## src/hdl/cc20_pkg.sv

```systemverilog
`timescale 1ns / 1ps

package cc20_pkg;

  localparam logic [31:0] SIGMA0 = 32'h6170_7865;
  localparam logic [31:0] SIGMA1 = 32'h3320_646e;
  localparam logic [31:0] SIGMA2 = 32'h7962_2d32;
  localparam logic [31:0] SIGMA3 = 32'h6b20_6574;

  localparam int BLOCK_WORDS   = 16;
  localparam int DOUBLE_ROUNDS = 10;
  // four add/xor/rotate steps per quarter round, eight quarter rounds per double round
  localparam int ROUND_STEPS   = DOUBLE_ROUNDS * 8 * 4;
  localparam int STEP_W        = $clog2(ROUND_STEPS);
  localparam int WORD_IDX_W    = $clog2(BLOCK_WORDS);
  localparam int CFG_IDX_W     = 3;

  localparam logic [5:0] LAST_OFFSET = 6'd63;

  typedef logic [31:0] word_t;
  typedef logic [BLOCK_WORDS-1:0][31:0] state_block_t;

  typedef enum logic [1:0] {
    ROT16,
    ROT12,
    ROT8,
    ROT7
  } rot_t;

  typedef enum logic [1:0] {
    CS_IDLE,
    CS_ROUND,
    CS_ADD
  } core_state_t;

  typedef enum logic [1:0] {
    ST_LOAD,
    ST_GEN,
    ST_RUN
  } top_state_t;

  typedef enum logic [CFG_IDX_W-1:0] {
    REG_KEY0,
    REG_KEY1,
    REG_KEY2,
    REG_KEY3,
    REG_NONCE_LO,
    REG_NONCE_HI,
    REG_START
  } cfg_reg_t;

  // keystream buffer write from the round core
  typedef struct packed {
    logic                  we;
    logic [WORD_IDX_W-1:0] idx;
    word_t                 word;
    logic                  done;
  } ks_wr_t;

endpackage

```

## src/hdl/cc20_ifs.sv

```systemverilog
`timescale 1ns / 1ps

interface cc20_msg_if;
  logic       valid;
  logic       ready;
  logic [7:0] data_byte;
  logic       last_byte;

  modport source (output valid, output data_byte, output last_byte, input ready);
  modport sink (input valid, input data_byte, input last_byte, output ready);
endinterface

interface cc20_res_if;
  logic       valid;
  logic       ready;
  logic [7:0] out_byte;
  logic       out_last;

  modport source (output valid, output out_byte, output out_last, input ready);
  modport sink (input valid, input out_byte, input out_last, output ready);
endinterface

interface cc20_cfg_if;
  logic                           valid;
  logic                           ready;
  logic [cc20_pkg::CFG_IDX_W-1:0] index;
  logic [63:0]                    data;

  modport source (output valid, output index, output data, input ready);
  modport sink (input valid, input index, input data, output ready);
endinterface

```

## src/hdl/chacha20_stream_xor_unit.sv

```systemverilog
`timescale 1ns / 1ps

// ChaCha20 byte stream XOR.
// msg (sink): one word per byte, data_byte plus last_byte marking message end.
// cipher (source): out_byte = data_byte ^ keystream byte, out_last copied.
// cfg (sink): always ready; index 0..3 key, 4..5 nonce, 6 start counter.
//   Key or nonce writes force a keystream recompute at the current position;
//   a start counter write restarts the message at byte 0. Index 7 is ignored.
// A result is registered in the output register in the cycle after its byte
// is taken. Within a keystream block one byte is taken per cycle, also while
// a result waits, as long as the output register is free or being drained.
// Keystream refill, with msg.ready low: one load, 320 add/xor/rotate
// steps of the single ARX unit and 16 final adds; it runs after reset, after every
// 64th byte, after a last byte and after any key, nonce or start counter write.
// Reset clears the config registers, the counter and the byte offset, and
// starts a refill. A stalled receiver holds the result and blocks the input.
module chacha20_stream_xor_unit (
  input  logic     clk,
  input  logic     rst,
  cc20_msg_if.sink   msg,
  cc20_res_if.source cipher,
  cc20_cfg_if.sink   cfg
);
  import cc20_pkg::*;

  top_state_t   state, state_next;
  logic [63:0]  key0, key1, key2, key3, nonce_lo;
  logic [31:0]  nonce_hi, start_ctr, block_count;
  logic [5:0]   offset;
  state_block_t ks_buf;
  state_block_t init;
  ks_wr_t       ks_wr;
  logic         core_start;
  logic         cfg_we, cfg_hit, msg_acc;
  word_t        ks_word;
  logic [7:0]   ks_byte;
  logic         out_valid, out_last;
  logic [7:0]   out_byte;

  assign init = {nonce_hi, nonce_lo[63:32], nonce_lo[31:0], block_count,
                 key3[63:32], key3[31:0], key2[63:32], key2[31:0],
                 key1[63:32], key1[31:0], key0[63:32], key0[31:0],
                 SIGMA3, SIGMA2, SIGMA1, SIGMA0};

  cc20_core u_core (
    .clk   (clk),
    .rst   (rst),
    .start (core_start),
    .init  (init),
    .ks_wr (ks_wr)
  );

  assign cfg.ready = 1'b1;
  assign cfg_we    = cfg.valid && cfg.ready;

  always_comb begin
    case (cfg.index)
      REG_KEY0, REG_KEY1, REG_KEY2, REG_KEY3,
      REG_NONCE_LO, REG_NONCE_HI, REG_START: cfg_hit = cfg_we;
      default: cfg_hit = 1'b0;
    endcase
  end

  assign msg_acc = msg.valid && msg.ready;
  assign ks_word = ks_buf[offset[5:2]];
  assign ks_byte = ks_word[{offset[1:0], 3'b000} +: 8];

  always_comb begin : fsm_next
    state_next = state;
    if (cfg_hit) begin
      state_next = ST_LOAD;
    end else begin
      case (state)
        ST_LOAD: state_next = ST_GEN;
        ST_GEN:  if (ks_wr.done) state_next = ST_RUN;
        ST_RUN:  if (msg_acc && (msg.last_byte || offset == LAST_OFFSET)) state_next = ST_LOAD;
        default: state_next = ST_LOAD;
      endcase
    end
  end

  always_comb begin : fsm_out
    core_start = (state == ST_LOAD);
    msg.ready  = (state == ST_RUN) && (!out_valid || cipher.ready);
  end

  always_ff @(posedge clk) begin
    if (rst) begin
      state <= ST_LOAD;
    end else begin
      state <= state_next;
    end
  end

  always_ff @(posedge clk) begin
    if (rst) begin
      key0      <= '0;
      key1      <= '0;
      key2      <= '0;
      key3      <= '0;
      nonce_lo  <= '0;
      nonce_hi  <= '0;
      start_ctr <= '0;
    end else if (cfg_we) begin
      case (cfg.index)
        REG_KEY0:     key0      <= cfg.data;
        REG_KEY1:     key1      <= cfg.data;
        REG_KEY2:     key2      <= cfg.data;
        REG_KEY3:     key3      <= cfg.data;
        REG_NONCE_LO: nonce_lo  <= cfg.data;
        REG_NONCE_HI: nonce_hi  <= cfg.data[31:0];
        REG_START:    start_ctr <= cfg.data[31:0];
        default:      ;
      endcase
    end
  end

  always_ff @(posedge clk) begin
    if (rst) begin
      block_count <= '0;
      offset      <= '0;
    end else if (cfg_we && cfg.index == REG_START) begin
      block_count <= cfg.data[31:0];
      offset      <= '0;
    end else if (msg_acc) begin
      if (msg.last_byte) begin
        block_count <= start_ctr;
        offset      <= '0;
      end else if (offset == LAST_OFFSET) begin
        block_count <= block_count + 32'd1;
        offset      <= '0;
      end else begin
        offset <= offset + 6'd1;
      end
    end
  end

  always_ff @(posedge clk) begin
    if (ks_wr.we) begin
      ks_buf[ks_wr.idx] <= ks_wr.word;
    end
  end

  always_ff @(posedge clk) begin
    if (rst) begin
      out_valid <= 1'b0;
    end else if (msg_acc) begin
      out_valid <= 1'b1;
    end else if (cipher.ready) begin
      out_valid <= 1'b0;
    end
  end

  always_ff @(posedge clk) begin
    if (msg_acc) begin
      out_byte <= msg.data_byte ^ ks_byte;
      out_last <= msg.last_byte;
    end
  end

  assign cipher.valid    = out_valid;
  assign cipher.out_byte = out_byte;
  assign cipher.out_last = out_last;

endmodule

```

## src/hdl/cc20_arx.sv

```systemverilog
`timescale 1ns / 1ps

module cc20_arx (
  input  cc20_pkg::word_t x,
  input  cc20_pkg::word_t y,
  input  cc20_pkg::word_t z,
  input  cc20_pkg::rot_t  rot,
  output cc20_pkg::word_t sum,
  output cc20_pkg::word_t mix
);
  import cc20_pkg::*;

  word_t t;

  assign sum = x + y;
  assign t   = z ^ sum;

  always_comb begin
    case (rot)
      ROT16:   mix = {t[15:0], t[31:16]};
      ROT12:   mix = {t[19:0], t[31:20]};
      ROT8:    mix = {t[23:0], t[31:24]};
      ROT7:    mix = {t[24:0], t[31:25]};
      default: mix = t;
    endcase
  end

endmodule

```

## src/hdl/cc20_core.sv

```systemverilog
`timescale 1ns / 1ps

// State is kept as four rows of four words. Every quarter round works on
// column 0 (words 0, 4, 8, 12); rows rotate one word after each quarter
// round, and at the end of a half round they get an extra row-dependent
// rotation that lines up (or undoes) the diagonals.
module cc20_core (
  input  logic                   clk,
  input  logic                   rst,
  input  logic                   start,
  input  cc20_pkg::state_block_t init,
  output cc20_pkg::ks_wr_t       ks_wr
);
  import cc20_pkg::*;

  localparam logic [STEP_W-1:0]     STEP_LAST = STEP_W'(ROUND_STEPS - 1);
  localparam logic [WORD_IDX_W-1:0] WORD_LAST = WORD_IDX_W'(BLOCK_WORDS - 1);

  core_state_t           state, state_next;
  logic [STEP_W-1:0]     step;
  logic [WORD_IDX_W-1:0] k;
  state_block_t          w, w_next;

  word_t op_x, op_y, op_z, sum, mix;
  rot_t  rot;

  cc20_arx u_arx (
    .x   (op_x),
    .y   (op_y),
    .z   (op_z),
    .rot (rot),
    .sum (sum),
    .mix (mix)
  );

  always_comb begin : fsm_next
    state_next = state;
    if (start) begin
      state_next = CS_ROUND;
    end else begin
      case (state)
        CS_ROUND: if (step == STEP_LAST) state_next = CS_ADD;
        CS_ADD:   if (k == WORD_LAST) state_next = CS_IDLE;
        default:  state_next = state;
      endcase
    end
  end

  always_comb begin : fsm_out
    ks_wr.we   = (state == CS_ADD);
    ks_wr.idx  = k;
    ks_wr.word = sum;
    ks_wr.done = (state == CS_ADD) && (k == WORD_LAST);
    case (state)
      CS_ADD: begin
        op_x = w[0];
        op_y = init[k];
        op_z = w[0];
        rot  = ROT16;
      end
      default: begin
        if (!step[0]) begin
          op_x = w[0];
          op_y = w[4];
          op_z = w[12];
        end else begin
          op_x = w[8];
          op_y = w[12];
          op_z = w[4];
        end
        case (step[1:0])
          2'd0:    rot = ROT16;
          2'd1:    rot = ROT12;
          2'd2:    rot = ROT8;
          default: rot = ROT7;
        endcase
      end
    endcase
  end

  always_comb begin : datapath
    state_block_t u;
    state_block_t rowed;
    logic [1:0]   n;
    u = w;
    if (!step[0]) begin
      u[0]  = sum;
      u[12] = mix;
    end else begin
      u[8] = sum;
      u[4] = mix;
    end
    rowed = u;
    for (int r = 0; r < 4; r++) begin
      n = 2'd1;
      if (step[3:2] == 2'd3) begin
        // column half ends: shift row r by r more; diagonal half ends: undo it
        n = step[4] ? 2'(1 - r) : 2'(1 + r);
      end
      for (int j = 0; j < 4; j++) begin
        rowed[{2'(r), 2'(j)}] = u[{2'(r), 2'(2'(j) + n)}];
      end
    end
    case (state)
      CS_ROUND: w_next = (step[1:0] == 2'd3) ? rowed : u;
      CS_ADD:   w_next = {w[BLOCK_WORDS-1], w[BLOCK_WORDS-1:1]};
      default:  w_next = w;
    endcase
  end

  always_ff @(posedge clk) begin
    if (rst) begin
      state <= CS_IDLE;
      step  <= '0;
      k     <= '0;
    end else begin
      state <= state_next;
      if (start) begin
        step <= '0;
        k    <= '0;
      end else if (state == CS_ROUND) begin
        step <= step + STEP_W'(1);
      end else if (state == CS_ADD) begin
        k <= k + WORD_IDX_W'(1);
      end
    end
  end

  always_ff @(posedge clk) begin
    if (start) begin
      w <= init;
    end else begin
      w <= w_next;
    end
  end

endmodule

```

## src/flat_wrapper.sv

```systemverilog
// flat-port wrapper written by rule: the top's interface ports become plain ports
module chacha20_stream_xor_unit_flat import cc20_pkg::*;
  (clk, rst, msg_valid, msg_data_byte, msg_last_byte, msg_ready, cipher_valid, cipher_out_byte, cipher_out_last, cipher_ready, cfg_valid, cfg_index, cfg_data, cfg_ready);
  cc20_msg_if msg_i ();
  cc20_res_if cipher_i ();
  cc20_cfg_if cfg_i ();
  input  logic clk;
  input  logic rst;
  input wire logic [$bits(msg_i.valid)-1:0] msg_valid;
  input wire logic [$bits(msg_i.data_byte)-1:0] msg_data_byte;
  input wire logic [$bits(msg_i.last_byte)-1:0] msg_last_byte;
  output wire logic [$bits(msg_i.ready)-1:0] msg_ready;
  output wire logic [$bits(cipher_i.valid)-1:0] cipher_valid;
  output wire logic [$bits(cipher_i.out_byte)-1:0] cipher_out_byte;
  output wire logic [$bits(cipher_i.out_last)-1:0] cipher_out_last;
  input wire logic [$bits(cipher_i.ready)-1:0] cipher_ready;
  input wire logic [$bits(cfg_i.valid)-1:0] cfg_valid;
  input wire logic [$bits(cfg_i.index)-1:0] cfg_index;
  input wire logic [$bits(cfg_i.data)-1:0] cfg_data;
  output wire logic [$bits(cfg_i.ready)-1:0] cfg_ready;
  assign msg_i.valid = msg_valid;
  assign msg_i.data_byte = msg_data_byte;
  assign msg_i.last_byte = msg_last_byte;
  assign msg_ready = msg_i.ready;
  assign cipher_valid = cipher_i.valid;
  assign cipher_out_byte = cipher_i.out_byte;
  assign cipher_out_last = cipher_i.out_last;
  assign cipher_i.ready = cipher_ready;
  assign cfg_i.valid = cfg_valid;
  assign cfg_i.index = cfg_index;
  assign cfg_i.data = cfg_data;
  assign cfg_ready = cfg_i.ready;
  chacha20_stream_xor_unit u_core (.clk(clk), .rst(rst), .msg(msg_i), .cipher(cipher_i), .cfg(cfg_i));
endmodule
```

## config.mk

```make
export PLATFORM = sky130hd
export DESIGN_NAME = chacha20_stream_xor_unit_flat
export DESIGN_NICKNAME = d
export VERILOG_FILES = /design/src/hdl/cc20_pkg.sv /design/src/hdl/cc20_ifs.sv /design/src/hdl/chacha20_stream_xor_unit.sv /design/src/hdl/cc20_arx.sv /design/src/hdl/cc20_core.sv /design/src/flat_wrapper.sv
export SDC_FILE = /design/constraint.sdc
export NUM_CORES = 2
export LEC_CHECK = 0
export ABC_CLOCK_PERIOD_IN_PS = 28000
export BUFFER_PORTS_ARGS = -buffer_cell sky130_fd_sc_hd__buf_2
export CAP_MARGIN = 20
export CELL_PAD_IN_SITES_DETAIL_PLACEMENT = 1
export CELL_PAD_IN_SITES_GLOBAL_PLACEMENT = 2
export CORE_ASPECT_RATIO = 1.5
export CORE_MARGIN = 2
export CORE_UTILIZATION = 46
export CTS_CLUSTER_DIAMETER = 50
export CTS_CLUSTER_SIZE = 12
export DETAILED_ROUTE_END_ITERATION = 10
export HOLD_SLACK_MARGIN = 0.03
export PLACE_DENSITY = 0.81
export SETUP_SLACK_MARGIN = 0.3
export SLEW_MARGIN = 20
export SYNTH_ARGS = -nofsm -noshare
export SYNTH_HDL_FRONTEND = slang
export SYNTH_HIERARCHICAL = 1
export SYNTH_SLANG_ARGS = --single-unit
```

## constraint.sdc

```tcl
create_clock -name clk -period 28 [get_ports clk]
set_clock_uncertainty 0.05 [all_clocks]
set_input_delay 4.2 -clock clk [delete_from_list [all_inputs] [get_ports clk]]
set_output_delay 4.2 -clock clk [all_outputs]
set_load 0.01 [all_outputs]
```

* Yosys cells after proc, flatten, opt, wreduce, memory -nomap -nowiden
Cells that the tools add are included.
** Storage, ports and cells
- Output and inout bits :: 12
- Register bits after elaboration :: 1473
** Cells by class
- Add/subtract/negate cells :: 14
- Shift operators :: 1
- Reductions and logical operators :: 39
- Equality and inequality tests :: 29
- Bitwise logic cells :: 3
- Muxes and demuxes :: 68
- Magnitude comparators :: 15
** Operators by type and width (number)
- 512-bit two-way mux :: 2
- 512-bit case mux with 2 select lines :: 1
- 32-bit two-way mux :: 29
- 32-bit binary-select mux with 2-bit select :: 12
- 512-bit bitwise mux :: 1
- 32-bit binary-select mux with 4-bit select :: 2
- 32-bit demux with 4-bit select :: 1
- 32-bit case mux with 4 select lines :: 1
- 4-bit by 5-bit < comparator with 1-bit output, second input constant :: 10
- 32-bit by 1-bit adder with 32-bit output, second input constant :: 1
- 32-bit adder :: 1
- 32-bit by 6-bit variable part select with 8-bit output :: 1
- 32-bit XOR :: 1
- 2-bit AND reduction :: 12
- 3-bit by 5-bit < comparator with 1-bit output, second input constant :: 4
- 2-bit two-way mux :: 10
- 2-bit == test, second input constant :: 7
- 2-bit adder, first input constant :: 6
- 6-bit two-way mux :: 2
- 2-bit case mux with 3 select lines :: 2
- 2-bit nonzero test :: 5
- 9-bit by 1-bit adder with 9-bit output, second input constant :: 1
- 3-bit == test, second input constant :: 3
- 9-bit == test, second input constant :: 1
- other kinds (26) :: 53

* Depth between registers and ports, before layout
- Word-level depth :: 12
- Gate-level depth with buffers :: 24

* Cells and area by module
The synthesis kept the hierarchy.
** Modules (own cells, without submodules)
- cc20_core :: cells an instance 3771, instances 1, area an instance 36500.0 um^2
- chacha20_stream_xor_unit :: cells an instance 2956, instances 1, area an instance 36010.8 um^2
- cc20_arx :: cells an instance 466, instances 1, area an instance 3575.9 um^2

* Worst setup path after synthesis
No wires, ideal clock.
- Kind :: reg-to-reg
- From :: register u_core.u_core.state[0]
- To :: register u_core.u_core.w, in the netlist u_core/u_core/datapath.u[100] (enable)
- Stages on the path, launching flop included :: 7
- Setup time :: 1.157 ns
- Setup slack :: 9.390 ns
- Arrival :: 17.403 ns
- Path buffers :: 2
- Required time :: 26.793 ns
- Path through :: dfxtp_1 > inv_1 > ha_1 > buf_6 > inv_2 > buf_1 > o211ai_1
** RTL lines
- start, declared :: line cc20_core.sv:19 : core_state_t state, state_next;
- start signal, assigned :: line cc20_core.sv:117 : state <= state_next;
- end signal, assigned :: line cc20_core.sv:131 : w <= init;
- end signal, assigned :: line cc20_core.sv:133 : w <= w_next;
- end, declared :: line cc20_core.sv:22 : state_block_t w, w_next;

* Final worst setup path
- From :: input port cipher_ready
- To :: output port msg_ready
** Between the ends
- Cells in the longest elaborated chain, start to end :: 2
** Ends and longest elaborated chain
- start, declared :: line flat_wrapper.sv:16 : input wire logic [$bits(cipher_i.ready)-1:0] cipher_ready;
- 1-bit logical OR :: line chacha20_stream_xor_unit.sv:84 : msg.ready = (state == ST_RUN) && (!out_valid || cipher.ready);
- 1-bit logical AND :: line chacha20_stream_xor_unit.sv:84
- end, declared :: line flat_wrapper.sv:12 : output wire logic [$bits(msg_i.ready)-1:0] msg_ready;
No other way between the ends.

==> metrics <==
status completed; # fillers 17,700; Slew Limit Fails 0; synthesized flop and latch total 1,473; post-route ant nets 0; setup TNS 0 ns; # rows 182; Reg clk slew, reported paths 0.06 ns; peak supply drop 0.0000585 V; post-synthesis xor/xnor area fraction 0.0127; count of cell types in the netlist 102; Vias/cell 6.52; worst min-delay path category flop to flop; Post-DP HPWL 189 mm; share of cells above drive strength 1 0.117; crit-path most repeated cell buf_2; leak pwr 27.4 nW; pwr dens 73.3 nW/um^2; first-pass GRT wire length 437 mm; Critical R2R Capture u_core/u_core/datapath.u[476]$_DFFE_PP_; RSZ-0062 raised after global routing false; Core Area 164,000 um^2; Critical-path top delay cell nor2b_1; level count of the clock H-tree 4; Worst slew margin 0.127; Post-CTS Setup Bufs 0; CP Class input port to primary output; crit-path leading delay family simple AND/OR/NAND/NOR gates; GP Congestion 0.967; Synth Area in Simple Gates 0.113; Crit Reg-Reg Startpoint u_core/u_core/step[0]$_SDFFE_PP0P_; WL/cell 31.7 um; Async SR Flop Fraction 0; CP arrival 4.69 ns; root buffer cell clkbuf_16; cell count of the worst reg-to-reg path 18; Final period util 0.319; worst hold stages 2; worst-case clock buffer depth 3; largest family of logic cells by synthesized area compound AO/OA/AOI/OAI gates; starting density of the core 0.463; MaxCap Viol Count 0; top_reg_cell synth edfxtp_1; Die H 502 um; # DRC 0; CTS tree built; post-synthesis mux area share 0.131; EDFF count, synth 1,033; commonest cells after routing, fill and taps aside nand2_1 (1,369), edfxtp_1 (1,033), a21oi_1 (794); boundary pin count 93; post-layout minimum cycle time 8.94 ns; Clock Sink Count 1,473; DR pass1 iterations 8; area delta synth->final 10.6%; final setup fails 0; crit path cell chain buf_2, nor2b_1, nor2_1, buf_2; CP peak stage delay 0.18 ns; GRT Total Usage 0.355; Worst Setup End Kind primary output; Adder-Cell Fraction of Synth Area 0.00684; yosys warns 6; CTS resizes 0; routed wire length 303 mm; Final nets 7,347; min-delay src u_core/start_ctr[10]$_SDFFE_PP0P_; Synth Cell Area 76,100 um^2; Clock Latency Late Sink 0.83 ns; pin count of the biggest net entering global routing 172; number of global-route vias before repair 63,300; Mean Syn Cell Area 10.6 um^2; post-layout util 0.512; routed via count 62,200; leading cell type in the layout, fill and taps excluded nand2_1; measured slew at the worst slew-check pin 1.31 ns; DP Worst Slack 19.06 ns; post-synthesis cell count 7,193; GRT Residual Overflow 0; post-synthesis sequential area ratio 0.523; hold endpoint u_core/start_ctr[10]$_SDFFE_PP0P_; Synth Area in Compound Gates 0.173; Die X 336 um; WP data required 23.75 ns; hold_buf cts 0; final setup margin 19.06 ns; Worst Path Max Fanout 3; Die Area 169,000 um^2; Max Clock Freq 112 MHz; Port Buf Inserts 91; TritonCTS buffer count 158; initial antenna violation count 18; Worst R2R Setup Slack 19.81 ns; initial DRC count 5,946; Startpoint Class input port; Buf/Inv on CP 2; final hold violation count 0
[cells by family after synthesis]
group | Yosys count
buf+inv | 672
mux | 759
compound gates | 2109
simple gates | 2043
flops | 1473
fa+ha+maj | 41
xor+xnor | 94
other cells | 2
[Yosys cell counts, types with 12 or more instances]
cell type	instances	area share
nand3_1	56	0.0037
buf_4	51	0.0050
edfxtp_1	1033	0.41
nor2_1	320	0.016
clkbuf_1	414	0.020
a21o_1	17	0.0017
buf_6	18	0.0027
a22oi_1	364	0.036
mux2_2	99	0.015
o22ai_1	75	0.0062
buf_1	38	0.0019
mux4_2	177	0.052
o221ai_1	69	0.0079
o21a_1	20	0.0020
nand4_1	12	0.00099
a221o_1	67	0.0088
xor2_1	44	0.0051
a211oi_1	60	0.0059
a221oi_1	34	0.0039
xnor2_1	40	0.0046
nor2b_1	24	0.0020
a31oi_1	20	0.0016
and2_1	14	0.0012
mux2i_1	483	0.064
a32o_1	34	0.0045
o21ai_0	436	0.029
nor4_1	20	0.0016
nand2_1	1374	0.068
and3_1	50	0.0041
inv_1	27	0.0013
buf_2	115	0.0076
o211ai_1	45	0.0044
nand2b_1	48	0.0039
dfxtp_1	440	0.12
ha_1	40	0.0066
nor3_1	39	0.0026
nand4b_1	33	0.0038
a21oi_1	794	0.052
[stage by stage]
stage / cells / area, um^2 / hold slack [ns] / power, mW
2_1_floorplan: 7448 / 77000 / 0.383 / 3.47
3_3_place_gp: 9272 / 79200 / 0.392 / 4.07
3_5_place_dp: 9272 / 79200 / 0.397 / 4.11
4_1_cts: 9539 / 84100 / 0.406 / 6.15
5_1_grt: 9541 / 84100 / 0.436 / 6.33
6_report: 9544 / 84100 / 0.403 / 6.17
[where the power goes]
group | internal (mW) | switching, mW | total, mW
clock | 1.12 | 0.934 | 2.05
combinational | 0.392 | 0.991 | 1.38
sequential | 2.61 | 0.121 | 2.73
total | 4.12 | 2.05 | 6.17
[how the worst max path moves through the flow]
| stage | from | slack [ns] | endpoint | cells after the start |
|---|---|---|---|---|
| 4_1_cts | cipher_ready | 19.05 | msg_ready | 4 |
| 2_1_floorplan | u_core/u_core/state[0]$_SDFFE_PP0P_ | 9.39 | u_core/u_core/datapath.u[100]$_DFFE_PP_ | 6 |
| 3_5_place_dp | cipher_ready | 19.06 | msg_ready | 4 |
| 3_3_place_gp | cipher_ready | 19.01 | msg_ready | 4 |
| 5_1_grt | cipher_ready | 19.00 | msg_ready | 4 |
| 6_report | cipher_ready | 19.06 | msg_ready | 4 |
[area by class of cell]
type | instances | area (um^2) | share of cell area
clock inverter | 46 | 515 | 0.00613
multi-input combinational | 5303 | 34700 | 0.412
sequential | 1473 | 39900 | 0.474
clock buffer | 221 | 4370 | 0.0520
inverter | 33 | 125 | 0.00149
tap | 2208 | 2760 | 0.0328
antenna | 4 | 10.0 | 0.000119
timing repair buffer | 256 | 1790 | 0.0212
[worst reg2reg max path: stages (launching register included)]
cell	delay, ns
dfxtp_4	0.82
buf_4	0.60
buf_4	0.60
buf_4	0.65
nand2_1	0.12
a22oi_1	0.45
ha_1	0.48
a21oi_2	0.48
o211a_1	0.27
a21oi_1	0.09
nor3_1	0.70
nor2_1	0.21
xor3_1	0.37
a21oi_1	0.10
a22oi_1	1.04
mux2i_1	0.41
a211oi_1	0.35
a21oi_1	0.07
o21ai_0	0.20
[metal layers]
metal  wire (um)  share of wire  track usage  vias up
met5          42        0.00014            0        -
met4       18900          0.063        0.197        6
met3       21200          0.070       0.0527      758
met2      146000           0.48        0.593     2741
met1      117000           0.39        0.441    32000
li1            -              -            -    26700
[sequential cells by signal, indices dropped and copies added (netlist names), 32 cells and up]
register                  count
u_core/key3                  64
u_core/ks_buf               512
u_core/u_core/w             128
u_core/key1                  64
u_core/key0                  64
u_core/nonce_hi              32
u_core/key2                  64
u_core/start_ctr             32
u_core/u_core/datapath.u    384
u_core/block_count           32
u_core/nonce_lo              64
(Power assumes the default switching activity.)
